**src/sv/png_sf_pkg.sv**
```systemverilog
// ----------------------------------------------------------------------------
// PNG scanline filter package
// Shared types and filter type codes.
// ----------------------------------------------------------------------------
package png_sf_pkg;

    localparam logic [2:0] FILTER_NONE    = 3'd0;
    localparam logic [2:0] FILTER_SUB     = 3'd1;
    localparam logic [2:0] FILTER_UP      = 3'd2;
    localparam logic [2:0] FILTER_AVERAGE = 3'd3;
    localparam logic [2:0] FILTER_PAETH   = 3'd4;

    typedef struct packed {
        logic [2:0]  filter_kind;
        logic        sixteen_bit;
        logic        with_alpha;
        logic [10:0] row_pixels;
    } cfg_t;

    // Request held between the line store read and the predictor
    typedef struct packed {
        logic [7:0] raw;
        logic       row_start;
        logic       has_left;
        logic       first_row;
        logic [2:0] slot;
    } stage_t;

    typedef struct packed {
        logic [7:0] data;
        logic       is_tag;
        logic       last;
    } result_t;

endpackage

```
**src/sv/png_sf_regs.sv**
```systemverilog
// ----------------------------------------------------------------------------
// PNG scanline filter configuration registers
// APB-style register file holding filter type and image geometry.
// ----------------------------------------------------------------------------
module png_sf_regs
(
    input  logic               clk,
    input  logic               rst_n,
    input  logic               psel,
    input  logic               penable,
    input  logic               pwrite,
    input  logic [3:0]         paddr,
    input  logic [31:0]        pwdata,
    output logic [31:0]        prdata,
    output logic               pready,
    output png_sf_pkg::cfg_t   cfg
);

    localparam logic [1:0] REG_FILTER_KIND = 2'd0;
    localparam logic [1:0] REG_SIXTEEN_BIT = 2'd1;
    localparam logic [1:0] REG_WITH_ALPHA  = 2'd2;
    localparam logic [1:0] REG_ROW_PIXELS  = 2'd3;

    png_sf_pkg::cfg_t cfg_reg;
    logic             wr_en;

    assign pready = 1'b1;
    assign wr_en  = psel && penable && pwrite;
    assign cfg    = cfg_reg;

    always_ff @(posedge clk or negedge rst_n)
    begin
        if (!rst_n)
        begin
            cfg_reg.filter_kind <= png_sf_pkg::FILTER_NONE;
            cfg_reg.sixteen_bit <= 1'b0;
            cfg_reg.with_alpha  <= 1'b0;
            cfg_reg.row_pixels  <= 11'd1;
        end
        else if (wr_en)
        begin
            unique case (paddr[3:2])
                REG_FILTER_KIND: cfg_reg.filter_kind <= pwdata[2:0];
                REG_SIXTEEN_BIT: cfg_reg.sixteen_bit <= pwdata[0];
                REG_WITH_ALPHA:  cfg_reg.with_alpha  <= pwdata[0];
                REG_ROW_PIXELS:  cfg_reg.row_pixels  <= pwdata[10:0];
            endcase
        end
    end

    always_comb
    begin
        unique case (paddr[3:2])
            REG_FILTER_KIND: prdata = {29'd0, cfg_reg.filter_kind};
            REG_SIXTEEN_BIT: prdata = {31'd0, cfg_reg.sixteen_bit};
            REG_WITH_ALPHA:  prdata = {31'd0, cfg_reg.with_alpha};
            REG_ROW_PIXELS:  prdata = {21'd0, cfg_reg.row_pixels};
        endcase
    end

endmodule

```
**config.mk**
```make
export PLATFORM = sky130hd
export DESIGN_NAME = png_sf_regs
export DESIGN_NICKNAME = d
export VERILOG_FILES = /design/src/sv/png_sf_pkg.sv /design/src/sv/png_sf_regs.sv
export SDC_FILE = /design/constraint.sdc
export NUM_CORES = 1
export LEC_CHECK = 0
export ABC_AREA = 1
export BUFFER_PORTS_ARGS = -buffer_cell sky130_fd_sc_hd__buf_2
export CAP_MARGIN = 20
export CORE_UTILIZATION = 37
export CTS_CLUSTER_SIZE = 40
export DETAILED_ROUTE_END_ITERATION = 16
export PLACE_DENSITY_LB_ADDON = 0.2
export SLEW_MARGIN = 20
export SYNTH_ARGS = -nofsm -noshare
export SYNTH_HDL_FRONTEND = slang
export SYNTH_SLANG_ARGS = --single-unit
```
**constraint.sdc**
```tcl
create_clock -name clk -period 0.8 [get_ports clk]
set_clock_uncertainty 0.05 [all_clocks]
set_input_delay 0.04 -clock clk [delete_from_list [all_inputs] [get_ports clk]]
set_output_delay 0.04 -clock clk [all_outputs]
set_load 0.05 [all_outputs]
```
; Word level (Yosys, flattened, before mapping)
; Cells that the tools add are included.
[word_totals]
inputBits = 41
wordCells = 15
ff_bits = 16
output_inout_bits = 49
[op_classes]
n_eq_ne = 3
muxes = 1
reduce_logical = 7
[op_table]
columns = operator, count
row1 = $pmux W32 S4, 1
row2 = $reduce_and A2 Y1, 4
row3 = $eq A2 B2 Y1 const B, 2
row4 = $eq A2 B1 Y1 const B, 1
row5 = $logic_and A1 B1 Y1, 2
row6 = $logic_not A2 Y1, 1

; Longest topological paths before layout
[logic_depth]
ltp_word = 3
ltp_mapped = 6
ltp_nobuf = 5

; Least setup slack after synthesis
; OpenSTA, ideal clock, no wires.
[synth_path]
path_type = register to output
startpoint = register cfg_reg, in the netlist cfg[10]
endpoint = output prdata[10]
slack_ps = -662
t_required_ps = 710
stages_incl_launch_ff = 3
arrival_ps = 1372
path_cell_list = dfrtp_1 > inv_1 > nor2_1
[synth_via]
elab_chain_len = 1
[synth_lines]
columns = element, line_no
row1 = from (decl), png_sf_regs.sv:24  ; png_sf_pkg::cfg_t cfg_reg;
row2 = $pmux W32 S4, png_sf_regs.sv:53  ; unique case (paddr[3:2])
row3 = to (decl), png_sf_regs.sv:14  ; output logic [31:0] prdata,
; No other way between the ends. The select of a mux whose other input is x is not followed.

; Final worst setup path
[layout_path]
startpoint = register cfg_reg, in the netlist cfg[0]
endpoint = output prdata[0]
; Same word-level chain as after synthesis.

==> run metrics <==
hold crit path type=input pin to register; failing checks=setup timing; full die area=2890 um^2; max reg flops=16; cell count of the worst reg-to-reg path=3; antenna-violating nets left=0; Initial DRT Pass Iterations=4; fmax=0.814 GHz; first-pass GRT wire length=3.86 mm; critical path depth=3; synthesized area=990 um^2; largest net degree at the start of global routing=17; Reg2Reg Launch Point=cfg[0]; Final setup viols=28; final hold violations=0; Syn. warnings=0; share of cells above drive strength 1=51.0%; Synth cell types=15; Leak=0.867 nW; Inserted Clock Buffers=3; Total Routed Length=2.45 mm; core area=2500 um^2; Tot Pwr=3.76 mW; Die Wd=53.7 um; GR Util All Layers=18.9%; Seq/Total Area, Yosys=40.6%; status=finished with violations; FF-to-FF setup slack=-0.07 ns; WP data required=0.71 ns; wire per inst=10.7 um; Crit. Startpoint=cfg[0]; Peak VDD IR=1.66 mV; Clock Sinks=16; crit-path cells=nand3_2, nand4_1, buf_6; CP bufs+invs=1; height of the die=53.7 um; Crit path max-delay family=flip-flops; HPWL after DPL=1.72 mm; synthesis-to-finish area growth=68.8%; global route overflow=0; clock period minus worst slack=1.23 ns; Syn Area/Cell=7.33 um^2; DR iter-0 viols=8; M1 GR Usage=21.0%; Top Usage Layer GRT=met2; worst skew pair latency=0.28 ns; CP max-delay cell=dfstp_2; met2 usage=36.0%; Final Non-Filler Cells=230; Worst Setup EP=prdata[0]; DR DRC count=0; Critical Path AT=1.14 ns; GP Congestion=0.717; max_cap viols=0; vias=964; Worst Setup Start Kind=register; initial antenna violation count=0; commonest non-fill, non-tap cell in the layout=nand2_1; Final period util=154%; max-slew violations=0; Clock Tree Root=clkbuf_4; setup ws final=-0.429 ns; clock buffer depth=2; RSZ-0062 raised after global routing=true; vias in the first global route=901; critical path type=register to output port; port bufs=44; # IOs=90; Mapped Cells=135; dpl cells=214; fin nets=242; commonest non-fill, non-tap cells in the layout=50 x nand2_1, 24 x buf_6, 22 x conb_1; number of diodes=0; power density over cell area=2250 nW/um^2; CP max FO=2; r2r endpoint=cfg[0]; TritonCTS clock tree=yes; M3 GR Usage=2.54%; Via density=4.19; clock transition at the registers of the reported paths=0.09 ns; fillcell total=211; flops & latches, synth=16; CP max stage delay=0.55 ns; # H-tree levels=1; FP Rows=18; Initial Utilization=39.6%; CP endpoint kind=output port
[stage by stage]
step / instance area, um^2 / setup TNS, ns / utilization (%) / setup WS (ns) / hold slack (ns)
2_1_floorplan: 1170 / -1.91 / - / -0.452 / -0.306
3_3_place_gp: 1320 / -2.11 / 53.0 / -0.192 / -0.0697
5_1_grt: 1670 / -7.01 / 66.8 / -0.474 / 0.0927
4_1_cts: 1670 / -6.53 / 66.6 / -0.438 / 0.0820
6_report: 1670 / -6.20 / 66.8 / -0.429 / 0.0890
3_5_place_dp: 1320 / -2.45 / 53.0 / -0.207 / -0.0667
[worst min path at each step]
stage               startpoint       to  slack, ns  depth (start not counted)
global placement         rst_n  cfg[11]      -0.07                          1
finish                paddr[3]  cfg[12]       0.09                          4
global route          paddr[3]  cfg[12]       0.09                          4
floorplan                rst_n  cfg[10]      -0.31                          0
CTS                   paddr[3]  cfg[12]       0.08                          4
detailed placement       rst_n  cfg[11]      -0.07                          1
[logic make-up (layout without fill, tap and decap cells)]
logic type | Yosys count | in the layout | synth area share [%]
and+or+nand+nor | 81 | 81 | 35.1
buffers and inverters | 36 | 81 | 23.5
DFF | 16 | 16 | 40.6
other | 2 | 22 | 0.759
[report_power, final]
| part | internal [mW] | total [mW] | switching [mW] | leakage, nW |
|---|---|---|---|---|
| registers | 1.01 | 1.19 | 0.181 | 0.182 |
| logic | 0.709 | 2.11 | 1.40 | 0.671 |
| clock network | 0.193 | 0.451 | 0.257 | 0.0150 |
| total | 1.91 | 3.76 | 1.84 | 0.867 |
[final cells by class]
class | instances | area (um^2) | share of cell area, %
inverter | 12 | 45.0 | 2.70
clock buffer | 4 | 26.3 | 1.57
tap | 30 | 37.5 | 2.25
multi-input combinational | 103 | 526 | 31.5
sequential | 16 | 420 | 25.2
timing repair buffer | 65 | 616 | 36.9
[per-layer routing]
| metal | part of all wire (%) | routed length, um | vias to the layer above |
|---|---|---|---|
| met3 | 5.1 | 124 | 2 |
| li1 | - | - | 483 |
| met2 | 52 | 1270 | 40 |
| met5 | 0 | 0 | - |
| met4 | 0.53 | 13 | 0 |
| met1 | 43 | 1050 | 439 |
[synth_stat cells]
master,n,area (um^2)
dfstp_2,1,26.3
nand3_1,6,30.0
nor2_4,1,11.3
nand2_1,58,218
nor2_8,1,20.0
nor2_1,12,45.0
inv_1,11,41.3
buf_4,22,165
inv_2,1,3.75
nand4_1,1,6.26
nand2_2,1,6.26
nand2_4,1,11.3
dfrtp_1,15,375
conb_1,2,7.51
buf_6,2,22.5
[worst reg2reg max path: stages, from the launching register on]
cell,delay (ns)
dfstp_2,0.55
buf_4,0.12
nand2_1,0.04
nand2_1,0.06
[repair_timing]
| action | 4_1_cts | 5_1_grt |
|---|---|---|
| resized for setup | 62 | 2 |
| buffers inserted | 0 | 0 |
| hold buffers | 12 | 0 |
| endpoints found under the hold margin | 32 | 0 |
| setup endpoints to repair | 28 | 30 |
| pin swaps | 8 | 0 |
Power figures use the tool's default switching activity.
