File: config.mk
export PLATFORM = sky130hd
export DESIGN_NAME = png_sf_outq
export DESIGN_NICKNAME = d
export VERILOG_FILES = /design/src/sv/png_sf_pkg.sv /design/src/sv/png_sf_outq.sv
export SDC_FILE = /design/constraint.sdc
export NUM_CORES = 1
export LEC_CHECK = 0
export ABC_CLOCK_PERIOD_IN_PS = 1820
export BUFFER_PORTS_ARGS = -buffer_cell sky130_fd_sc_hd__buf_2
export CORE_MARGIN = 10
export CORE_UTILIZATION = 30
export CTS_BUF_LIST = sky130_fd_sc_hd__clkbuf_16
export DETAILED_ROUTE_END_ITERATION = 10
export GPL_ROUTABILITY_DRIVEN = 0
export SLEW_MARGIN = 20
export SYNTH_ARGS = -nofsm -noshare
export SYNTH_HDL_FRONTEND = slang
export SYNTH_SLANG_ARGS = --single-unit
File: constraint.sdc
create_clock -name clk -period 1.82 [get_ports clk]
set_clock_uncertainty 0.05 [all_clocks]
set_input_delay 0.182 -clock clk [delete_from_list [all_inputs] [get_ports clk]]
set_output_delay 0.182 -clock clk [all_outputs]
set_load 0.02 [all_outputs]
File: src/sv/png_sf_pkg.sv
// ----------------------------------------------------------------------------
// PNG scanline filter package
// Shared types and filter type codes.
// ----------------------------------------------------------------------------
package png_sf_pkg;

    localparam logic [2:0] FILTER_NONE    = 3'd0;
    localparam logic [2:0] FILTER_SUB     = 3'd1;
    localparam logic [2:0] FILTER_UP      = 3'd2;
    localparam logic [2:0] FILTER_AVERAGE = 3'd3;
    localparam logic [2:0] FILTER_PAETH   = 3'd4;

    typedef struct packed {
        logic [2:0]  filter_kind;
        logic        sixteen_bit;
        logic        with_alpha;
        logic [10:0] row_pixels;
    } cfg_t;

    // Request held between the line store read and the predictor
    typedef struct packed {
        logic [7:0] raw;
        logic       row_start;
        logic       has_left;
        logic       first_row;
        logic [2:0] slot;
    } stage_t;

    typedef struct packed {
        logic [7:0] data;
        logic       is_tag;
        logic       last;
    } result_t;

endpackage

File: src/sv/png_sf_outq.sv
// ----------------------------------------------------------------------------
// PNG scanline filter output queue
// Four-entry result queue taking one or two results per request.
// ----------------------------------------------------------------------------
module png_sf_outq
(
    input  logic                clk,
    input  logic                rst_n,
    input  logic                push,
    input  logic                push_two,
    input  png_sf_pkg::result_t res_first,
    input  png_sf_pkg::result_t res_second,
    output logic                space_ok,
    output logic                out_valid,
    input  logic                out_ready,
    output png_sf_pkg::result_t res_out
);

    png_sf_pkg::result_t entry_reg [4];
    logic [1:0] head_reg, tail_reg;
    logic [2:0] cnt_reg;
    logic [2:0] push_cnt;
    logic       pop;

    assign out_valid = (cnt_reg != 3'd0);
    assign space_ok  = (cnt_reg <= 3'd2);
    assign res_out   = entry_reg[head_reg];
    assign pop       = out_valid && out_ready;
    assign push_cnt  = push ? (push_two ? 3'd2 : 3'd1) : 3'd0;

    always_ff @(posedge clk or negedge rst_n)
    begin
        if (!rst_n)
        begin
            head_reg <= 2'd0;
            tail_reg <= 2'd0;
            cnt_reg  <= 3'd0;
        end
        else
        begin
            if (pop)
                head_reg <= head_reg + 2'd1;
            tail_reg <= tail_reg + push_cnt[1:0];
            cnt_reg  <= cnt_reg + push_cnt - {2'd0, pop};
        end
    end

    always_ff @(posedge clk)
    begin
        if (push)
            entry_reg[tail_reg] <= res_first;
        if (push && push_two)
            entry_reg[tail_reg + 2'd1] <= res_second;
    end

endmodule

# After elaboration in Yosys (flattened, before gate mapping)
# Memory sizes are Yosys's and may differ from the RTL's.
# Index checks and enable logic that the tools add are counted.
op_classes:
  n_addsub: 5
  n_mul: 0
  div: 0
  order_cmp: 1
  eq_ne: 0
  n_shift: 0
  mux: 6
  bitwise: 0
  n_reduce_logical: 3
op_table:
  columns: ["op", "count"]
  rows:
  - ["2-bit by 1-bit adder with 2-bit output (second input constant)", 2]
  - ["1-bit 2-to-1 mux", 4]
  - ["2-bit 2-to-1 mux", 2]
  - ["3-bit by 2-bit adder with 3-bit output", 1]
  - ["3-bit by 2-bit <= comparator with 1-bit output (second input constant)", 1]
  - ["3-bit nonzero test", 1]
  - ["3-bit by 1-bit subtractor with 3-bit output", 1]
  - ["2-bit adder", 1]
  - ["1-bit logical AND", 2]
totals:
  reg_bits: 7
  latchBits: 0
  mem_bits_rw: 40
  mem_bits_ro: 0
  inputBits: 25
  output_inout_bits: 12
  word_cells: 19
  memories: 1
memory_table:
  columns: ["memory", "words", "width", "rd", "rd_clocked_by_memory_dff", "wr", "line_no", "rtl"]
  rows:
  - ["entry_reg", 4, 10, 1, 0, 2, "png_sf_outq.sv:19", "png_sf_pkg::result_t entry_reg [4];"]

# Longest topological paths before layout
# Gate-level depths: netlist (run 1).
depth:
  word_depth: 4
  depth_mapped: 9
  depth_no_buf: 8

# Least setup slack after synthesis (run 1)
# No wires, ideal clock.
synth_timing:
  kind: "flip-flop to flip-flop"
  startpoint: "reg cnt_reg[2]"
  endpoint: "reg cnt_reg[2]"
  setup_ns: 0.124
  arrival_ns: 1.845
  required_time_ns: 1.646
  setup_slack_ns: -0.198
  stages_incl_launch_ff: 9
  n_path_buf: 0
  period_less_slack_ns: 2.018
  cell_sequence: "dfrtp_1 -> o31a_1 -> ha_1 -> inv_1 -> ha_1 -> inv_1 -> fa_1 -> xor2_1 -> xnor2_1"
synth_between:
  elab_chain_cells: 3
  word_cells_on_any_way: 4
  classes_between: "add/sub (2); reduce/logical (2)"
synth_lines:
  columns: ["item", "line_no", "rtl"]
  rows:
  - ["from (decl)", "png_sf_outq.sv:21", "logic [2:0] cnt_reg;"]
  - ["from (signal assigned)", "png_sf_outq.sv:44", "cnt_reg <= cnt_reg + push_cnt - {2'd0, pop};"]
  - ["3-bit nonzero test", "png_sf_outq.sv:25", "assign out_valid = (cnt_reg != 3'd0);"]
  - ["1-bit logical AND", "png_sf_outq.sv:28", "assign pop = out_valid && out_ready;"]
  - ["named net pop", "png_sf_outq.sv:23", "logic pop;"]
  - ["3-bit by 1-bit subtractor with 3-bit output", "png_sf_outq.sv:44", null]
# The timed path passes the listed nets, and every way through them passes these cells.
# A chain may end at the register's enable or synchronous reset.

# Final worst setup path (run 1)
layout_timing:
  startpoint: "reg cnt_reg[0]"
  endpoint: "reg cnt_reg[2]"
# The elaborated chain is that of the path after synthesis.

==> flow_summary.ini, run 1 <==
[worst_setup_path]
r2r_slack_ns = -0.13
cp_max_fo = 2
cp-end-kind = flip-flop
critPathKind = reg -> reg
cp_data_arrival_time_ns = 2.07
path_buf_inv = 2
rr_worst_depth = 8
required_ns = 1.94
crit_family = adder cells
cp_cell_sequence = o31a_1, ha_1, inv_1, ha_1, inv_1, fa_2, xor2_1, xnor2_1
critPathSlowestCell = dfrtp_1
cp.depth = 8
slowest_delay_ns = 0.38
startpoint_type = flip-flop

[yosys]
syn_area_per_cell_um2 = 17.3
synth_cell_types = 29
syn_nets = 172
ys.warnings.count = 0
async_reset_ff_share_pct = 14.9
synth-main-ff-cell = edfxtp_1
syn_inst = 142
ys_seq_area_share_pct = 56.0
synth_seq_cells = 47
syn_area_mm2 = 0.00246
synth-edff-count = 40

[layout]
final_util_pct = 38.6
largest_register_ffs = 40
num_antenna_cells = 0
final_common_cell = edfxtp_1
finalInstanceArea_mm2 = 0.00303
most-common-layout-cells = edfxtp_1, buf_2, mux2_2
final_nets = 227
fillers = 773
area_growth_pct = 23.4
drive_gt1_share_pct = 58.6

[timing]
hold_viol = 0
fin_ws_ns = -0.126
tightest_slew_ns = 0.381
clock.fmax_mhz = 514
rsz0062_at_grt = yes
relSlewSlack_pct = 74.3
setup_viol = 2
whs_ns = 0.170
period_needed_ns = 1.95
period_share_pct = 107
maxSlewViolCount = 0

[power]
max-vdd-ir-drop_uv = 683
p_switching_uw = 1440
p_comb_share_pct = 39.8
p_seq_share_pct = 36.8
leakage_uw = 0.00119
clkPwrFrac_pct = 23.4
switching_share_pct = 32.2
p_int_uw = 3030
power.density_mw_per_mm2 = 1470

[clock_tree]
clock-root-buffer = clkbuf_16
cts_made_buffers = 5
numClockSinks = 47
cts_tree = built
clk_pin_slew_ns = 0.07
htreeDepth = 2
cts_resized = 0
clk_path_buf_depth = 2
insertion_delay_ns = 0.28

[outcome]
violations = negative setup slack
status = finished with violations

[routing]
vias = 1410
wl_per_cell_um = 17.3
wl_mm = 5.19
drtIter0Drc = 75
drtPass1Iterations = 4
viasPerCell = 4.70
drc = 0
ant_nets = 0

[hold_path]
hp-class = in -> reg
holdPathStages = 3

[place]
place_ws_ns = -0.142
hpwl_mm = 3.64
place_area_mm2 = 0.00284
io_buffers = 36

[floorplan]
rows = 32
core_mm2 = 0.00785
start_util_pct = 31.3
die_area_mm2 = 0.0122
die_y_um = 111
die_width_um = 111
ios = 37

[grt]
grt_pass1_vias = 1575
globalRoute.totalOverflow = 0
grt_usage_pct = 8.66
grt_pass1_wl_mm = 8.37
grt_antenna_before_repair = 0
grt_max_degree = 16

[job]
drv_cap = 0
-- area by class of cell --
type	count	area, um2	share of cell area, %
timing repair buffer	57	353	11.6
inverter	6	22.5	0.743
tap	102	128	4.21
clock inverter	3	42.5	1.40
multi-input combinational	80	986	32.5
sequential	47	1380	45.4
clock buffer	5	125	4.13
-- worst min-delay path, stage by stage --
cell	delay, ns
buf_2	0.10
o311ai_0	0.11
xnor2_1	0.07
-- cell families after synthesis --
logic type | Yosys count | share of synthesized area, %
AOI/OAI and AO/OA | 6 | 1.73
xor gates and xnor gates | 6 | 2.14
adders and majority gates | 5 | 2.85
buffers and inverters | 15 | 4.02
DFF | 47 | 56.0
muxes | 50 | 29.0
and+or+nand+nor | 13 | 4.27
-- Yosys cell counts, types with 2 or more instances --
library cell  count  area share (%)
buf_6             3             1.4
edfxtp_1         40              49
mux2_2           30              14
xnor2_1           3             1.1
buf_4             5             1.5
ha_1              4             2.0
dfrtp_1           7             7.1
nand2b_1          2            0.51
mux4_2           10             9.2
inv_1             6            0.92
nor2_1            3            0.46
xor2_1            3             1.1
mux2_4           10             6.1
-- path summary, 6_finish.rpt --
kind	startpoint	to
setup / recovery	cnt_reg[0]$_DFF_PN0_	cnt_reg[2]$_DFF_PN0_
hold / removal	out_ready	head_reg[1]$_DFFE_PN0P_
setup reg to reg	cnt_reg[0]$_DFF_PN0_	cnt_reg[2]$_DFF_PN0_
hold reg to reg	cnt_reg[2]$_DFF_PN0_	cnt_reg[2]$_DFF_PN0_
max in group asynchronous	rst_n	head_reg[0]$_DFFE_PN0P_
min in group asynchronous	rst_n	cnt_reg[1]$_DFF_PN0_
-- power by group through the flow --
| stage | logic (uW) | clock network (uW) | registers, uW |
|---|---|---|---|
| CTS | 1840 | 1060 | 1650 |
| detailed placement | 1800 | 0 | 1680 |
| global placement | 1770 | 0 | 1670 |
| finish | 1780 | 1050 | 1640 |
| global route | 1950 | 1110 | 1680 |
| floorplan | 1260 | 0 | 1620 |
-- timing repair --
action                     4_1_cts  5_1_grt
hold buffers                     1        0
pin swaps                        1        1
setup endpoints to repair        6        3
buffers inserted                 2        0
hold endpoints to repair         7        0
cloned                           0        0
-- metrics by stage --
| step | total power (uW) | setup TNS [ns] | std cells |
|---|---|---|---|
| floorplan | 2870 | -0.190 | 142 |
| global placement | 3440 | -0.158 | 289 |
| detailed placement | 3470 | -0.220 | 289 |
| CTS | 4550 | -0.213 | 300 |
| global route | 4740 | -0.399 | 300 |
| finish | 4470 | -0.186 | 300 |
-- metal layers --
metal / routed length, um / vias to the layer above / GRT usage (%)
met4: 45 / 0 / 2.07
li1: - / 663 / -
met2: 2550 / 34 / 14.1
met3: 205 / 5 / 3.19
met5: 0 / - / 0
met1: 2390 / 708 / 10.6
No activity file was read; power rests on OpenSTA's default activity.
==> run 2, diff against run 1 <==
--- a/config.mk
+++ b/config.mk
@@ -12,6 +12,8 @@
 export CTS_BUF_LIST = sky130_fd_sc_hd__clkbuf_16
 export DETAILED_ROUTE_END_ITERATION = 10
 export GPL_ROUTABILITY_DRIVEN = 0
+export GPL_TIMING_DRIVEN = 0
+export PLACE_DENSITY = 0.55
 export SLEW_MARGIN = 20
 export SYNTH_ARGS = -nofsm -noshare
 export SYNTH_HDL_FRONTEND = slang
==> run 2 against run 1 <==
The run still ends with negative setup slack left. Critical path depth stayed put. Utilization is 0.85 points lower. Count of clock-buffer cells in the layout stayed put. Worst setup slack worse by 0.062 ns. Hold slack better by 0.012 ns. Total power is 3.5% lower. Non-clock buffer count is 9 lower. Sequential cell count stayed put. Routed wire length stayed put. Die area stayed put. Critical endpoint unchanged. Largest cell class unchanged.
==> flow_summary.ini, run 2 (synthesis results as in run 1) <==
[outcome]
status = finished with violations
violations = negative setup slack

[clock_tree]
cts_tree = built
insertion_delay_ns = 0.28
htreeDepth = 2
clk_path_buf_depth = 2
numClockSinks = 47
clock-root-buffer = clkbuf_16
cts_made_buffers = 5
clk_pin_slew_ns = 0.06

[hold_path]
hp-class = in -> reg

[grt]
grt_pass1_vias = 1462
globalRoute.totalOverflow = 0
grt_max_degree = 16
grt_antenna_before_repair = 0
grt_usage_pct = 8.48
grt_pass1_wl_mm = 8.16

[worst_setup_path]
r2r-start = cnt_reg[2]$_DFF_PN0_
r2r_slack_ns = -0.19
cp_data_arrival_time_ns = 2.13
cp_max_fo = 2
required_ns = 1.95
critPathKind = reg -> reg
startpoint_type = flip-flop
crit_path_end = cnt_reg[2]$_DFF_PN0_
timing.rr.end = cnt_reg[2]$_DFF_PN0_
rr_worst_depth = 8
cp-end-kind = flip-flop
worstSetupStartpoint = cnt_reg[2]$_DFF_PN0_

[floorplan]
die_y_um = 111
start_util_pct = 31.3
core_mm2 = 0.00785
die_width_um = 111
ios = 37
die_area_mm2 = 0.0122
rows = 32

[place]
place_area_mm2 = 0.00276
place_inst = 278
hpwl_mm = 3.54
io_buffers = 34

[layout]
area_growth_pct = 20.7
ff_latch_area_mm2 = 0.00138
drive_gt1_share_pct = 60.3
finalInstanceArea_mm2 = 0.00297
final_cells = 291
multi_input_area_mm2 = 0.00100
largest_register_ffs = 40
fillers = 774
final_common_cell = edfxtp_1
most-common-layout-cells = edfxtp_1, buf_2, mux2_2
final_util_pct = 37.8
num_antenna_cells = 0
final_nets = 218

[routing]
wl_per_cell_um = 17.8
ant_nets = 0
drc = 0
drtPass1Iterations = 4
viasPerCell = 4.65
vias = 1353
wl_mm = 5.19
drtIter0Drc = 41

[power]
power.density_mw_per_mm2 = 1450
leakage_uw = 0.00113
max-vdd-ir-drop_uv = 729

[timing]
setup_viol = 10
period_share_pct = 110
maxSlewViolCount = 0
tightest_slew_ns = 0.704
fin_ws_ns = -0.188
rsz0062_at_grt = yes
period_needed_ns = 2.01
clock.fmax_mhz = 498
hold_viol = 0
whs_ns = 0.181
relSlewSlack_pct = 52.8

[job]
drv_cap = 0
==> run 2: cell types whose count changed in the layout (fill, tap and decap cells not counted), sizes merged <==
cell,previous run,this run
clkinvlp,0,1
buf,56,47
inv,7,6
bufinv,1,0
clkinv,1,2
==> run 2: where the power goes <==
part	total [uW]	internal, uW	leakage [uW]	switching [uW]
sequential	1610	1510	0.000453	102
clock	902	507	0.0000674	395
combinational	1800	842	0.000612	956
total	4310	2860	0.00113	1450
==> run 2: how the worst min path moves through the flow <==
stage | start | to | cells past startpoint
2_1_floorplan | rst_n | cnt_reg[0]$_DFF_PN0_ | 0
3_3_place_gp | rst_n | cnt_reg[0]$_DFF_PN0_ | 1
3_5_place_dp | rst_n | cnt_reg[0]$_DFF_PN0_ | 1
4_1_cts | res_first[1] | entry_reg[1][1]$_DFFE_PP_ | 2
5_1_grt | res_first[1] | entry_reg[1][1]$_DFFE_PP_ | 2
6_report | out_ready | head_reg[1]$_DFFE_PN0P_ | 3
==> run 2: through the flow <==
stage	setup WS, ns	power (uW)	TNS, ns
after floorplan	-0.127	2870	-0.190
after global placement	-0.226	3330	-3.77
after detailed placement	-0.254	3370	-2.91
after CTS	-0.195	4380	-1.26
after global routing	-0.278	4590	-1.71
final	-0.188	4310	-0.981
==> run 2: critical path: stages, from the launching register on <==
cell     delay [ns]
dfrtp_1        0.38
o31a_1         0.32
ha_1           0.28
inv_1          0.06
ha_2           0.16
inv_2          0.03
fa_2           0.34
xor2_2         0.16
xnor2_1        0.12
==> run 2: cell type report <==
cell class	count	share of cell area, %
buffer	9	2.70
clock buffer	5	4.22
clock inverter	3	0.675
sequential	47	46.4
inverter	6	0.759
timing repair buffer	39	7.09
tap	102	4.30
multi-input combinational	80	33.9
==> run 2: per-layer routing <==
metal / up-vias / global-route usage [%] / wire (um)
met5: - / 0 / 0
met4: 0 / 2.59 / 53
met3: 5 / 2.76 / 223
met2: 31 / 13.1 / 2470
met1: 666 / 10.9 / 2440
li1: 651 / - / -
==> run 2: repair_timing <==
item / 4_1_cts / 5_1_grt
endpoints found under the setup margin: 30 / 10
setup buffers: 4 / 0
endpoints found under the hold margin: 7 / 0
pin swaps: 1 / 0
hold buffers: 1 / 0
resized for setup: 4 / 3
==> run 3, diff against run 2 <==
--- a/config.mk
+++ b/config.mk
@@ -8,12 +8,12 @@
 export ABC_CLOCK_PERIOD_IN_PS = 1820
 export BUFFER_PORTS_ARGS = -buffer_cell sky130_fd_sc_hd__buf_2
 export CORE_MARGIN = 10
-export CORE_UTILIZATION = 30
+export CORE_UTILIZATION = 29
 export CTS_BUF_LIST = sky130_fd_sc_hd__clkbuf_16
 export DETAILED_ROUTE_END_ITERATION = 10
 export GPL_ROUTABILITY_DRIVEN = 0
 export GPL_TIMING_DRIVEN = 0
-export PLACE_DENSITY = 0.55
+export PLACE_DENSITY_LB_ADDON = 0.3
 export SLEW_MARGIN = 20
 export SYNTH_ARGS = -nofsm -noshare
 export SYNTH_HDL_FRONTEND = slang
==> run 3 against run 2 <==
The run still ends with negative setup slack left. Sequential power is essentially flat. Clock power is essentially flat. Hold slack lost 0.0027 ns. Sequential share of layout area shrank 0.098 points. Total power shrank 0.15%. First-iteration DRC count shrank 17%. Register-to-register slack gained 0.03 ns. Sequential cell count is the same. Count of clock-buffer cells in the layout is the same. Non-clock buffer count grew 2.
==> flow_summary.ini, run 3 (synthesis results as in run 1) <==
[clock_tree]
clk_pin_slew_ns = 0.07
numClockSinks = 47
htreeDepth = 2
clk_path_buf_depth = 2
cts_tree = built
insertion_delay_ns = 0.29
cts_made_buffers = 5
clock-root-buffer = clkbuf_16

[grt]
grt_usage_pct = 8.69
grt_pass1_vias = 1481
globalRoute.totalOverflow = 0
use_met2_pct = 14.5
grtUsageMet3_pct = 3.14
grt_max_degree = 15
met1_usage_pct = 10.3
grt_pass1_wl_mm = 8.45
busiest_layer = met2
grt_antenna_before_repair = 0

[layout]
num_antenna_cells = 0
fillers = 797
largest_register_ffs = 40
final_nets = 220
drive_gt1_share_pct = 58.9
area_growth_pct = 20.9
final_cells = 295
multi_input_area_um2 = 995
final_common_cell = edfxtp_1
ff_latch_area_mm2 = 0.00138
most-common-layout-cells = edfxtp_1, buf_2, mux2_2
final_util_pct = 36.2

[floorplan]
rows = 33
die_y_um = 112
die_area_mm2 = 0.0126
start_util_pct = 29.9
die_width_um = 112
core_mm2 = 0.00822
ios = 37

[outcome]
violations = negative setup slack
status = finished with violations

[hold_path]
hold_end = entry_reg[1][8]$_DFFE_PP_
hp-start = res_first[8]
hp-class = in -> reg
holdPathStages = 2

[job]
drv_cap = 0

[worst_setup_path]
worstSetupStartpoint = cnt_reg[0]$_DFF_PN0_
required_ns = 1.95
critPathKind = reg -> reg
rr_worst_depth = 8
r2r_slack_ns = -0.15
timing.rr.end = cnt_reg[2]$_DFF_PN0_
startpoint_type = flip-flop
cp_max_fo = 2
r2r-start = cnt_reg[0]$_DFF_PN0_
cp-end-kind = flip-flop
cp_data_arrival_time_ns = 2.10

[routing]
ant_nets = 0
drtPass1Iterations = 3
viasPerCell = 4.65
wl_per_cell_um = 18.1
wl_mm = 5.35
drtIter0Drc = 34
drc = 0
vias = 1371

[timing]
fin_ws_ns = -0.153
relSlewSlack_pct = 52.9
hold_viol = 0
period_needed_ns = 1.97
tightest_slew_ns = 0.706
maxSlewViolCount = 0
period_share_pct = 108
tns_ns = -0.541
rsz0062_at_grt = yes
clock.fmax_mhz = 507
setup_viol = 10

[place]
hpwl_mm = 3.58
place_ws_ns = -0.235
io_buffers = 34
place_inst = 281

[power]
power.density_mw_per_mm2 = 1450
p_total_uw = 4310
leakage_uw = 0.00115
max-vdd-ir-drop_uv = 645
## run 3: cell count changes in the layout (fill, tap and decap cells not counted), sizes merged
| cell | change |
|---|---|
| buf | +2 |
| clkinvlp | -1 |
## run 3: through the flow
stage / area [um2] / hold slack, ns
global route: 2970 / 0.184
CTS: 2960 / 0.173
finish: 2970 / 0.178
floorplan: 2460 / -0.164
detailed placement: 2770 / -0.0174
global placement: 2760 / -0.0192
## run 3: report_power, final
group,total [uW],leakage (uW),internal (uW),switching [uW]
sequential,1610,0.000453,1510,96.4
clock,900,0.0000696,502,398
combinational,1800,0.000625,850,949
## run 3: layer usage
layer	wire length (um)	share of wire, %	vias up
li1	-	-	648
met1	2340	44	687
met2	2700	50	29
met3	256	4.8	7
met4	59	1.1	0
met5	0	0	-
## run 3: final cells by class
cell class,count,area share (%)
clock buffers,5,4.21
multi-input cells,80,33.5
well taps,105,4.42
plain buffers,9,2.82
flip-flops and latches,47,46.3
inverters,6,0.758
repair buffers,41,7.58
clock inverters,2,0.463
## run 3: worst max path at each step
stage,endpoint,slack [ns],cells past startpoint
floorplan,cnt_reg[2]$_DFF_PN0_,-0.13,8
global placement,entry_reg[2][7]$_DFFE_PP_,-0.26,3
detailed placement,cnt_reg[2]$_DFF_PN0_,-0.23,8
CTS,cnt_reg[2]$_DFF_PN0_,-0.16,8
global route,cnt_reg[2]$_DFF_PN0_,-0.26,8
finish,cnt_reg[2]$_DFF_PN0_,-0.15,8
## run 3: worst max-delay path, stage by stage (launching register included)
cell and delay (ns):
dfrtp_1 0.38, o31a_1 0.32, ha_1 0.27, inv_1 0.05, ha_1 0.13, inv_1 0.05
fa_2 0.33, xor2_1 0.16, xnor2_1 0.12
## run 3: what timing repair did
item                                    CTS  global route
pin swaps                                 1             1
endpoints found under the setup margin   20            10
setup buffers                             4             2
hold buffers                              1             0
hold endpoints to repair                  7             0
resized for setup                         3             0
