===== src/sv/png_sf_pkg.sv =====
// ----------------------------------------------------------------------------
// PNG scanline filter package
// Shared types and filter type codes.
// ----------------------------------------------------------------------------
package png_sf_pkg;

    localparam logic [2:0] FILTER_NONE    = 3'd0;
    localparam logic [2:0] FILTER_SUB     = 3'd1;
    localparam logic [2:0] FILTER_UP      = 3'd2;
    localparam logic [2:0] FILTER_AVERAGE = 3'd3;
    localparam logic [2:0] FILTER_PAETH   = 3'd4;

    typedef struct packed {
        logic [2:0]  filter_kind;
        logic        sixteen_bit;
        logic        with_alpha;
        logic [10:0] row_pixels;
    } cfg_t;

    // Request held between the line store read and the predictor
    typedef struct packed {
        logic [7:0] raw;
        logic       row_start;
        logic       has_left;
        logic       first_row;
        logic [2:0] slot;
    } stage_t;

    typedef struct packed {
        logic [7:0] data;
        logic       is_tag;
        logic       last;
    } result_t;

endpackage


===== src/sv/png_sf_predict.sv =====
// ----------------------------------------------------------------------------
// PNG scanline filter predictor
// Neighbor registers and the None/Sub/Up/Average/Paeth filter datapath.
// ----------------------------------------------------------------------------
module png_sf_predict
(
    input  logic                clk,
    input  logic                rst_n,
    input  logic [2:0]          filter_kind,
    input  png_sf_pkg::stage_t  stage,
    input  logic [7:0]          up_byte,
    input  logic                advance,
    output png_sf_pkg::result_t res_first,
    output png_sf_pkg::result_t res_second,
    output logic                two_results
);

    logic [7:0] left_reg  [8];
    logic [7:0] upper_reg [8];

    logic [7:0] a, b, c, pred, filt;
    logic [2:0] kind;
    logic [8:0] avg_sum;
    logic [9:0] pa, pb, pc;
    logic [9:0] d_bc, d_ac, d_abc;
    logic [7:0] paeth;
    png_sf_pkg::result_t tag_res, data_res;

    assign a = stage.has_left ? left_reg[stage.slot] : 8'd0;
    assign b = stage.first_row ? 8'd0 : up_byte;
    assign c = (stage.has_left && !stage.first_row) ? upper_reg[stage.slot] : 8'd0;

    assign kind = (filter_kind > png_sf_pkg::FILTER_PAETH) ? png_sf_pkg::FILTER_NONE
                                                           : filter_kind;

    assign avg_sum = 9'(a) + 9'(b);

    // pa = |b - c|, pb = |a - c|, pc = |a + b - 2c|
    assign d_bc  = 10'(b) - 10'(c);
    assign d_ac  = 10'(a) - 10'(c);
    assign d_abc = 10'(a) + 10'(b) - 10'(c) - 10'(c);
    assign pa    = d_bc[9]  ? (10'd0 - d_bc)  : d_bc;
    assign pb    = d_ac[9]  ? (10'd0 - d_ac)  : d_ac;
    assign pc    = d_abc[9] ? (10'd0 - d_abc) : d_abc;

    always_comb
    begin
        priority if (pa <= pb && pa <= pc)
            paeth = a;
        else if (pb <= pc)
            paeth = b;
        else
            paeth = c;
    end

    always_comb
    begin
        case (kind)
            png_sf_pkg::FILTER_SUB:     pred = a;
            png_sf_pkg::FILTER_UP:      pred = b;
            png_sf_pkg::FILTER_AVERAGE: pred = avg_sum[8:1];
            png_sf_pkg::FILTER_PAETH:   pred = paeth;
            default:                    pred = 8'd0;
        endcase
    end

    assign filt = stage.raw - pred;

    assign tag_res.data    = {5'd0, kind};
    assign tag_res.is_tag  = 1'b1;
    assign tag_res.last    = 1'b0;
    assign data_res.data   = filt;
    assign data_res.is_tag = 1'b0;
    assign data_res.last   = 1'b1;

    assign two_results = stage.row_start;
    assign res_first   = stage.row_start ? tag_res : data_res;
    assign res_second  = data_res;

    always_ff @(posedge clk or negedge rst_n)
    begin
        if (!rst_n)
        begin
            for (int i = 0; i < 8; i++)
            begin
                left_reg[i]  <= 8'd0;
                upper_reg[i] <= 8'd0;
            end
        end
        else if (advance)
        begin
            left_reg[stage.slot]  <= stage.raw;
            upper_reg[stage.slot] <= b;
        end
    end

endmodule


===== config.mk =====
export PLATFORM = sky130hd
export DESIGN_NAME = png_sf_predict
export DESIGN_NICKNAME = d
export VERILOG_FILES = /design/src/sv/png_sf_pkg.sv /design/src/sv/png_sf_predict.sv
export SDC_FILE = /design/constraint.sdc
export NUM_CORES = 1
export LEC_CHECK = 0
export BUFFER_PORTS_ARGS = -buffer_cell sky130_fd_sc_hd__buf_2
export CORE_AREA = 2 2 167 152
export CTS_BUF_LIST = sky130_fd_sc_hd__clkbuf_4 sky130_fd_sc_hd__clkbuf_8
export DETAILED_ROUTE_END_ITERATION = 10
export DIE_AREA = 0 0 169 154
export HOLD_SLACK_MARGIN = 0.05
export PLACE_DENSITY = 0.63
export SETUP_SLACK_MARGIN = 0.3
export SLEW_MARGIN = 20
export SYNTH_ARGS = -nofsm -noshare
export SYNTH_HDL_FRONTEND = slang
export SYNTH_SLANG_ARGS = --single-unit

===== constraint.sdc =====
create_clock -name clk -period 9.7 [get_ports clk]
set_input_delay 0.485 -clock clk [delete_from_list [all_inputs] [get_ports clk]]
set_output_delay 0.485 -clock clk [all_outputs]
set_load 0.02 [all_outputs]

[After elaboration in Yosys (flattened, before gate mapping)]
Cells that the tools add are included.
Operators by class
  multiplexer cells: 21
  magnitude comparators: 6
  add/sub/neg operators: 10
  equal/unequal tests: 4
  reduce and logical (&&, ||, !) cells: 4
  bitwise operators: 1
Operators with widths (count)
  bitwise mux 64 bit: 2
  2-to-1 mux 8 bit: 10
  binary-select mux 8 bit (select 3 bit): 2
  2-to-1 mux 10 bit: 4
  one-hot mux 8 bit (4 select lines): 1
  <= comparator 10 bit: 3
  demux 8 bit (select 3 bit): 1
  subtractor 1 x 9 -> 10 bit (first input constant): 2
  adder 8 x 8 -> 9 bit: 2
  subtractor 8 x 8 -> 9 bit: 2
  subtractor 1 x 10 -> 10 bit (first input constant): 1
  subtractor 10 x 8 -> 10 bit: 1
  subtractor 9 x 8 -> 10 bit: 1
  subtractor 8 bit: 1
  == test 3 x 2 -> 1 bit (second input constant): 2
  >= comparator 4 bit (second input constant): 1
  less-than comparator 4 x 1 -> 1 bit (second input constant): 1
  NOT 3 -> 4 bit: 1
  == test 3 x 1 -> 1 bit (second input constant): 1
  == test 3 bit (second input constant): 1
  greater-than comparator 3 bit (second input constant): 1
  logical AND 1 bit: 3
  2-to-1 mux 3 bit: 1
  logical NOT 1 bit: 1
Storage, ports and cells
  register bits after elaboration: 128
  logic and storage cells: 62

[Logic depth before layout (Yosys ltp)]
Gate-level depths: netlist (run 1).
  depth after elaboration: 16
  mapped depth: 45

[Worst setup path before layout (run 1)]
Ideal clock, no wire load.
  kind: in2out
  start: input port stage[0] (netlist bit)
  end: output port res_first[9] (netlist bit)
  data required time: 9.215 ns
  stages: 41
  slack: -0.186 ns
  arrival time: 9.401 ns
  path buffers: 6
  cell sequence: buf_6 > buf_8 > clkbuf_1 > buf_1 > clkbuf_1 > mux2i_1 > o22ai_1 > o21ai_0 > inv_1 > fa_1 > ha_1 > inv_1 > fa_1 > nor2b_1 > o21ai_0 > a21boi_0 > o21a_1 > o21ai_0 > [... 5 more ...] > nand3_1 > nor2_1 > a41o_1 > a221oi_1 > or2_1 > buf_6 > o21ai_0 > a211oi_1 > ha_1 > a21o_1 > a21o_1 > a21oi_1 > o21bai_1 > a21o_1 > a21oi_1 > xnor2_1 > or2_2 > mux2i_1
RTL lines
  start, declared: line png_sf_predict.sv:10  | input png_sf_pkg::stage_t stage,
  end, declared: line png_sf_predict.sv:13  | output png_sf_pkg::result_t res_first,

==> results of run 1 <==
[repair_timing]
action | in CTS | in global routing
buffers inserted | 0 | 4
gates cloned | 0 | 0
resized for setup | 4 | 23
setup endpoints to repair | 1 | 6
pin swaps | 0 | 4
[power breakdown]
group,leakage (nW),internal [mW],switching [mW]
clock network,0.210,0.273,0.232
registers,1.62,0.630,0.0511
logic,3.20,0.511,0.652
[worst max-delay path by stage]
stage                              end  depth (start not counted)  slack [ns]
after floorplan           res_first[9]                         41        0.31
after global placement    res_first[9]                         37        0.35
after detailed placement  res_first[9]                         36        0.13
after CTS                 res_first[9]                         38        0.34
after global routing      res_first[9]                         38        0.28
final                     res_first[9]                         37        0.69
[per-stage QoR]
stage / cell area (µm²) / hold WS, ns / std cells / power [mW] / utilization [%]
finish: 10900 / 0.103 / 1415 / 2.35 / 45.1
global route: 10900 / 0.149 / 1415 / 2.52 / 45.1
CTS: 10800 / 0.130 / 1411 / 2.31 / 44.7
detailed placement: 10400 / 0.467 / 1379 / 1.80 / 42.8
global placement: 10400 / 0.459 / 1379 / 1.78 / 42.8
floorplan: 9630 / 0.189 / 1030 / 1.52 / -
[cells in the mapped netlist, drive strengths merged (3+ instances only)]
library cell  count  area [µm²]
mux2             72         822
nor2             69         262
or2               6        37.5
o22ai            15         106
mux4              6         135
a2111oi           3        46.3
mux2i            41         410
a21boi            3        22.5
a21o             27         203
o21a              3        22.5
o21ai           114         571
a22o              3        26.3
nand2b           10        62.6
a22oi             7        57.6
and2              8        50.1
or3               3        18.8
clkbuf           32         120
or4b              3        30.0
and3              3        18.8
dfrtp           128        3200
ha               69         863
nor2b            12        75.1
nor3              9        45.0
o21bai            6        56.3
xnor2            36         315
a21oi            44         220
fa               11         220
a221oi            5        43.8
a211oi           11        95.1
o2111ai           3        43.8
xor2             14         138
nand4             5        31.3
a31oi             6        37.5
nor4              5        31.3
inv              54         203
and4              4        37.5
nand2           115         432
a31o              4        35.0
nand3            12        60.1
o211ai            4        35.0
buf              16         104
[cell families (layout without fill, tap and decap cells)]
family	Yosys count	after routing	synth area share (%)
AOI/OAI and AO/OA	273	273	18.7
and+or+nand+nor	268	268	12.7
DFF	128	128	33.4
other	2	6	0.0783
buffers and inverters	104	181	4.52
muxes	119	119	14.3
adders and majority gates	81	81	11.4
xor gates and xnor gates	51	51	4.95
[final cells by class]
class | instances | area, µm² | area share, %
multi-input cells | 798 | 6060 | 55.5
repair buffers | 93 | 621 | 5.69
flip-flops and latches | 128 | 3200 | 29.3
clock buffers | 19 | 262 | 2.40
clock inverters | 13 | 174 | 1.59
inverters | 56 | 210 | 1.93
well taps | 308 | 385 | 3.53
[per-layer routing]
layer,track usage [%],up-vias,wire (µm)
li1,-,3796,-
met1,31.0,3838,13300
met2,31.6,250,11700
met3,4.17,33,1460
met4,4.72,2,473
met5,0,-,13
[worst max-delay path, delay by kind of cell]
family	cells	cell delay [ns]
AO/OA/AOI/OAI	15	3.11
adder cells (fa/ha/maj)	3	1.01
multiplexers	2	0.52
buffers and inverters	6	1.01
AND/OR/NAND/NOR	9	2.02
XOR/XNOR	2	0.32
==> qor.txt, run 1 <==
Pwr per Cell Area: 215 nW/µm²
Slew Viols, Final: 0
outcome: finished, final reports clean
clk_skew: 0 ns
Final GP Congestion: 0.914
Die Width: 169 µm
Top FF cell, synth: dfrtp_1
Overflow after GRT: 0
CTS tree: built
Root Buffer: clkbuf_8
most common cell after layout, fill and taps aside: dfrtp_1
Mapped Area: 9600 µm²
Hold Buf Count CTS: 0
most frequent cells in the layout: dfrtp_1, nand2_1, o21ai_0
GRT Util Overall: 21.0%
layout cells sized above 1: 22.0%
DR iter-0 viols: 579
worst ir drop on vdd: 0.118 mV
Clk Latency, worst-skew pair: 0.43 ns
Rel. slew slack: 26.8%
max_cap viols: 0
kind of critical path: input port to output pin
Final Critical Period: 9.01 ns
Clock Path Buffers: 2
first-pass GRT wire length: 42.4 mm
Std-Cell Rows: 54
library cells used by synthesis: 79
source of the critical timing path: stage[0]
R2R Path Start: left_reg[55]
unrepaired setup endpoints after global routing: false
post-DR vias/cell: 5.60
Syn Area/Cell: 9.35 µm²
Max stage delay cell, worst path: or4b_2
slack of the critical path: 0.687 ns
Port Buffers: 46
H-tree Lvls: 4
Setup Viol. Count Final: 0
hold crit path type: input port to asynchronous set/reset pin
setup_tns: 0 ns
Detail Placement HPWL: 20.3 mm
critical path's largest stage delay: 0.69 ns
YS warnings: 0
total wire length: 26.9 mm
crit path max fanout: 25
CTS Buf Count: 17
Post-synth EDFFs: 0
post-place setup slack: 0.131 ns
crit path launch type: input port
Area Growth Syn to Fin: 13.7%
FF+latch count, synth: 128
Critical Path End Type: output pin
Worst Tran Pin Value: 1.09 ns
Starting Density: 39.7%
sequential area share after synthesis: 33.4%
Total Nets Final: 1202
R2R depth: 1
Lkg Pwr: 5.03 nW
Arr. time, crit path: 8.53 ns
CP most frequent cell: a21o_1
Core ar.: 24200 µm²
Die Ht: 154 µm
r2r setup slk: 8.92 ns
Antenna Cells: 0
Sink Count: 128
vias: 7919
FFs w/ async S/R, synth: 100%
CTS clk-pin slew, worst paths: 0.08 ns
1st-pass router iterations: 5
DR DRC count: 0
r2r endpoint: left_reg[55]
WL/cell: 19.0 µm
DIE AREA: 26000 µm²
# IOs: 49
Final Cycle Share: 92.9%
post-route ant nets: 0
antenna violations before repair: 1
CP required: 9.22 ns
# fillers: 2317
Max Freq: 111 MHz
vias in the first global route: 7591
Hold Fails Final Rpt: 0
pin count of the biggest net entering global routing: 71
Syn Inst Count: 1026
(Power assumes the default switching activity.)
==> inputs of run 2 (changes only) <==
--- a/config.mk
+++ b/config.mk
@@ -7,11 +7,11 @@
 export LEC_CHECK = 0
 export BUFFER_PORTS_ARGS = -buffer_cell sky130_fd_sc_hd__buf_2
 export CORE_AREA = 2 2 167 152
-export CTS_BUF_LIST = sky130_fd_sc_hd__clkbuf_4 sky130_fd_sc_hd__clkbuf_8
+export CTS_BUF_LIST = sky130_fd_sc_hd__clkbuf_8
 export DETAILED_ROUTE_END_ITERATION = 10
 export DIE_AREA = 0 0 169 154
 export HOLD_SLACK_MARGIN = 0.05
-export PLACE_DENSITY = 0.63
+export PLACE_DENSITY = 0.61
 export SETUP_SLACK_MARGIN = 0.3
 export SLEW_MARGIN = 20
 export SYNTH_ARGS = -nofsm -noshare
==> constraint.sdc (replaced) <==
create_clock -name clk -period 9.8 [get_ports clk]
set_input_delay 0.49 -clock clk [delete_from_list [all_inputs] [get_ports clk]]
set_output_delay 0.49 -clock clk [all_outputs]
set_load 0.02 [all_outputs]
==> qor.txt, run 2 (same netlist as run 1, synthesis figures left out) <==
Total Nets Final: 1198 (-0.33%)
R2R depth: 1 (unchanged)
most frequent cells in the layout: dfrtp_1, nand2_1, o21ai_0
outcome: finished, final reports clean
Detail Placement HPWL: 20.7 mm (+1.8%)
Die Ht: 154 µm (unchanged)
Clk Latency, worst-skew pair: 0.44 ns (about the same)
Core ar.: 24200 µm² (unchanged)
worst ir drop on vdd: 0.0925 mV (-22%)
r2r setup slk: 9.01 ns (+0.09 ns)
WL/cell: 18.9 µm (-0.38%)
antenna violations before repair: 0 (-1)
# fillers: 2366 (+2.1%)
DR DRC count: 0 (unchanged)
Area Growth Syn to Fin: 13.3%
Lkg Pwr: 5.01 nW (-0.42%)
DIE AREA: 26000 µm² (unchanged)
switch share: 40.7% (+0.83 points)
r2r endpoint: left_reg[29]
Sink Count: 128 (unchanged)
Antenna Cells: 0 (unchanged)
critical path's largest stage delay: 0.68 ns (about the same)
final non-filler cell area: 10900 µm² (-0.41%)
Setup Viol. Count Final: 0 (unchanged)
H-tree Lvls: 4 (unchanged)
GRT Util Overall: 21.0% (+0.080 points)
source of the critical timing path: left_reg[0]
Arr. time, crit path: 8.49 ns (-0.04 ns)
CTS tree: built
Max Freq: 111 MHz
Placed Area: 10300 µm² (-0.41%)
Port Buffers: 46 (unchanged)
Rel. slew slack: 30.4% (+3.5 points)
vias: 7901 (-0.23%)
CTS Buf Count: 17 (unchanged)
kind of critical path: flip-flop to output pin
cell-internal power: 1.37 mW (-3.3%)
sequential share of power: 29.3% (+0.3 points)
Final Critical Period: 8.98 ns
Overflow after GRT: 0 (unchanged)
P_sw: 0.937 mW (+0.10%)
Clock Path Buffers: 2 (unchanged)
area occupied by multi-input gates: 6060 µm² (unchanged)
layout cells sized above 1: 22.0% (+0.080 points)
power share of the combinational group: 49.8% (+0.3 points)
first-pass GRT wire length: 42.6 mm (+0.60%)
Slew Viols, Final: 0 (unchanged)
vias in the first global route: 7557 (-0.45%)
post-DR vias/cell: 5.60 (about the same)
CTS clk-pin slew, worst paths: 0.09 ns (about the same)
setup_tns: 0 ns (unchanged)
Max stage delay cell, worst path: or4b_2
R2R Path Start: left_reg[29]
unrepaired setup endpoints after global routing: false
DR iter-0 viols: 681 (+18%)
crit path max fanout: 7 (-72%)
Critical Path End Type: output pin
Starting Density: 39.7% (unchanged)
clk_skew: 0 ns (unchanged)
Root Buffer: clkbuf_8
Sequential cell area: 3200 µm² (unchanged)
# IOs: 49 (unchanged)
1st-pass router iterations: 5 (unchanged)
clock network fraction of total power: 20.9% (-0.6 points)
post-route ant nets: 0 (unchanged)
Hold Buf Count CTS: 0 (unchanged)
Pwr per Cell Area: 212 nW/µm² (-1.5%)
Final Cycle Share: 91.6%
most common cell after layout, fill and taps aside: dfrtp_1
max_cap viols: 0 (unchanged)
smallest hold slack: 0.123 ns (+0.0206 ns)
total wire length: 26.7 mm (-0.66%)
Die Width: 169 µm (unchanged)
pin count of the biggest net entering global routing: 67 (-5.6%)
CP required: 9.31 ns (+0.09 ns)
Hold Fails Final Rpt: 0 (unchanged)
Std-Cell Rows: 54 (unchanged)
Final GP Congestion: 0.916 (+0.24%)
crit path launch type: flip-flop
hold crit path type: input port to asynchronous set/reset pin
Worst Tran Pin Value: 1.04 ns (-0.0527 ns)
run 2: cell type report:
cell class	count	area share [%]
flip-flops and latches	128	29.5
clock inverters	14	1.57
repair buffers	89	5.46
clock buffers	18	2.28
multi-input cells	798	55.7
well taps	308	3.55
inverters	56	1.93
run 2: routing by layer:
metal	share of wire, %	up-vias	wire [µm]	GRT usage [%]
li1	-	3784	-	-
met1	50	3869	13200	31.9
met2	44	224	11800	31.8
met3	5.5	24	1460	3.19
met4	0.98	0	263	4.31
met5	0	-	0	0
run 2: power groups by stage:
stage	Clock (mW)	Combinational [mW]	Sequential [mW]
after global placement	0	1.09	0.681
final	0.482	1.15	0.674
after CTS	0.493	1.11	0.674
after floorplan	0	0.835	0.666
after global routing	0.514	1.28	0.687
after detailed placement	0	1.11	0.684
run 2: worst max-delay path by stage:
stage	end	slack, ns	cells after the start
after floorplan	res_first[9]	0.40	41
after global placement	res_first[9]	0.34	38
after detailed placement	res_first[9]	0.20	37
after CTS	res_first[9]	0.32	35
after global routing	res_first[9]	0.30	37
final	res_first[9]	0.82	37
run 2: critical path: cells and delay by family (launching register included):
family | cells | cell delay, ns
buffers and inverters | 3 | 0.31
XOR/XNOR | 2 | 0.33
adder cells (fa/ha/maj) | 5 | 1.61
flip-flops | 1 | 0.39
AND/OR/NAND/NOR | 10 | 2.01
multiplexers | 4 | 1.16
AO/OA/AOI/OAI | 13 | 2.20
run 2: timing repair:
item                                    in CTS  in global routing
pin swaps                                    0                  4
resized for setup                            3                 33
setup buffers                                0                  4
cloned                                       0                  0
endpoints found under the setup margin       1                  5
run 2: per-stage QoR:
stage / power [mW] / setup WS [ns] / instances / utilization [%]
finish: 2.30 / 0.823 / 1411 / 44.9
global route: 2.48 / 0.297 / 1411 / 44.9
CTS: 2.28 / 0.316 / 1407 / 44.4
detailed placement: 1.79 / 0.197 / 1375 / 42.7
global placement: 1.77 / 0.341 / 1375 / 42.7
floorplan: 1.50 / 0.404 / 1030 / -
==> inputs of run 3 (changes only) <==
--- a/config.mk
+++ b/config.mk
@@ -5,14 +5,13 @@
 export SDC_FILE = /design/constraint.sdc
 export NUM_CORES = 1
 export LEC_CHECK = 0
-export BUFFER_PORTS_ARGS = -buffer_cell sky130_fd_sc_hd__buf_2
+export BUFFER_PORTS_ARGS = -buffer_cell sky130_fd_sc_hd__buf_4
 export CORE_AREA = 2 2 167 152
 export CTS_BUF_LIST = sky130_fd_sc_hd__clkbuf_8
 export DETAILED_ROUTE_END_ITERATION = 10
 export DIE_AREA = 0 0 169 154
 export HOLD_SLACK_MARGIN = 0.05
 export PLACE_DENSITY = 0.61
-export SETUP_SLACK_MARGIN = 0.3
 export SLEW_MARGIN = 20
 export SYNTH_ARGS = -nofsm -noshare
 export SYNTH_HDL_FRONTEND = slang
==> constraint.sdc (replaced) <==
create_clock -name clk -period 9.9 [get_ports clk]
set_input_delay 0.495 -clock clk [delete_from_list [all_inputs] [get_ports clk]]
set_output_delay 0.495 -clock clk [all_outputs]
set_load 0.02 [all_outputs]
==> qor.txt, run 3 (same netlist as run 1, synthesis figures left out) <==
Port Buffers: 46 (unchanged)
outcome: finished, final reports clean
Slew Viols, Final: 0 (unchanged)
delay-heaviest family, CP: compound AO/OA/AOI/OAI gates
R2R Path Start: left_reg[17]
CTS Buf Count: 17 (unchanged)
Die Width: 169 µm (unchanged)
Std-Cell Rows: 54 (unchanged)
total wire length: 26.8 mm (+0.26%)
CTS clk-pin slew, worst paths: 0.09 ns (about the same)
CP most frequent cell: nor2_1
antenna violations before repair: 0 (unchanged)
setup_tns: 0 ns (unchanged)
Die Ht: 154 µm (unchanged)
R2R depth: 1 (unchanged)
overall power: 2.21 mW (-4.2%)
Core ar.: 24200 µm² (unchanged)
max_cap viols: 0 (unchanged)
switch share: 41.9% (+1.3 points)
Antenna Cells: 0 (unchanged)
hold crit path type: input port to asynchronous set/reset pin
Rel. slew slack: 28.3% (-2.1 points)
H-tree Lvls: 4 (unchanged)
Total Nets Final: 1186 (-1.0%)
vias in the first global route: 7429 (-1.7%)
Pwr per Cell Area: 205 nW/µm² (-3.3%)
met2 usage: 31.2% (-0.53 points)
CP required: 9.41 ns (+0.10 ns)
# IOs: 49 (unchanged)
Clock Path Buffers: 2 (unchanged)
DIE AREA: 26000 µm² (unchanged)
post-place setup slack: 0.304 ns (+0.107 ns)
Hold Buf Count CTS: 0 (unchanged)
Final Critical Period: 9.42 ns
Worst Path Buf+Inv: 3 (unchanged)
DR iter-0 viols: 564 (-17%)
clock network fraction of total power: 19.6% (-1.3 points)
first-pass GRT wire length: 42.5 mm (-0.23%)
critical path's largest stage delay: 0.68 ns (about the same)
Post-CTS Resized: 0 (-3)
placed cells: 1367 (-0.58%)
Area Growth Syn to Fin: 12.2%
final non-filler cell area: 10800 µm² (-0.96%)
Final GP Congestion: 0.920 (+0.40%)
Final Cycle Share: 95.2%
critical path depth: 37 (unchanged)
cell-internal power: 1.28 mW (-6.3%)
GRT Util Overall: 21.0% (about the same)
crit path launch type: flip-flop
CTS tree: built
vias: 7724 (-2.2%)
Critical Path End Type: output pin
Worst Tran Pin Value: 1.07 ns (+0.0310 ns)
pin count of the biggest net entering global routing: 73 (+9.0%)
GRT busiest layer: met1
Overflow after GRT: 0 (unchanged)
worst ir drop on vdd: 0.0958 mV (+3.6%)
source of the critical timing path: left_reg[0]
DR DRC count: 0 (unchanged)
WL/cell: 19.1 µm (+1.1%)
power share of the combinational group: 50.1% (+0.3 points)
Lkg Pwr: 4.94 nW (-1.3%)
Max Freq: 106 MHz
Detail Placement HPWL: 20.4 mm (-1.7%)
Sequential cell area: 3200 µm² (unchanged)
clk_skew: 0 ns (unchanged)
sequential share of power: 30.2% (+0.9 points)
Root Buffer: clkbuf_8
Hold Fails Final Rpt: 0 (unchanged)
Max stage delay cell, worst path: or4b_2
met1 Usage GRT: 32.2% (+0.31 points)
r2r setup slk: 9.12 ns (+0.11 ns)
P_sw: 0.925 mW (-1.3%)
layout cells sized above 1: 19.8% (-2.2 points)
fin cells: 1399 (-0.85%)
most frequent cells in the layout: dfrtp_1, nand2_1, o21ai_0
Arr. time, crit path: 8.93 ns (+0.44 ns)
slack of the critical path: 0.477 ns (-0.346 ns)
Starting Density: 39.7% (unchanged)
crit path max fanout: 9 (+2)
kind of critical path: flip-flop to output pin
met3 Usage GRT: 3.37% (+0.18 points)
Setup Viol. Count Final: 0 (unchanged)
most common cell after layout, fill and taps aside: dfrtp_1
1st-pass router iterations: 5 (unchanged)
Sink Count: 128 (unchanged)
number of post-CTS setup repair buffers: 0 (unchanged)
post-DR vias/cell: 5.52 (-1.4%)
Clk Latency, worst-skew pair: 0.45 ns (about the same)
area occupied by multi-input gates: 5990 µm² (-1.1%)
post-route ant nets: 0 (unchanged)
Placed Area: 10400 µm² (+0.29%)
# fillers: 2382 (+0.68%)
## run 3: cell types whose count changed in the layout (fill, tap and decap cells not counted), sizes merged
cell      previous run  this run
clkinv               3         7
bufinv               2         0
inv                 63        61
clkinvlp             2         3
buf                 89        76
## run 3: layout make-up
type / instances / area share, %
multi-input cells: 798 / 55.7
flip-flops and latches: 128 / 29.8
repair buffers: 77 / 5.50
well taps: 308 / 3.58
clock buffers: 17 / 2.17
inverters: 56 / 1.95
clock inverters: 15 / 1.37
## run 3: through the flow
stage	util, %	hold slack [ns]
after CTS	44.4	0.0954
after floorplan	-	0.199
after global routing	44.5	0.114
after global placement	42.8	0.459
after detailed placement	42.8	0.467
final	44.5	0.0779
## run 3: worst paths after layout
path,endpoint
setup / recovery,res_first[9]
hold reg to reg,left_reg[16]
max in group asynchronous,upper_reg[18]
hold / removal,left_reg[59]
min in group clk,left_reg[11]
setup reg to reg,left_reg[17]
## run 3: power groups by stage
stage	Sequential (mW)	Combinational (mW)	Clock, mW
3_3_place_gp	0.675	1.07	0
2_1_floorplan	0.660	0.822	0
6_report	0.667	1.11	0.433
4_1_cts	0.668	1.09	0.440
3_5_place_dp	0.678	1.09	0
5_1_grt	0.680	1.24	0.463
## run 3: metal layers
layer / vias to the layer above / wire (µm)
li1: 3766 / -
met1: 3709 / 13400
met2: 227 / 11600
met3: 22 / 1450
met4: 0 / 326
met5: - / 0
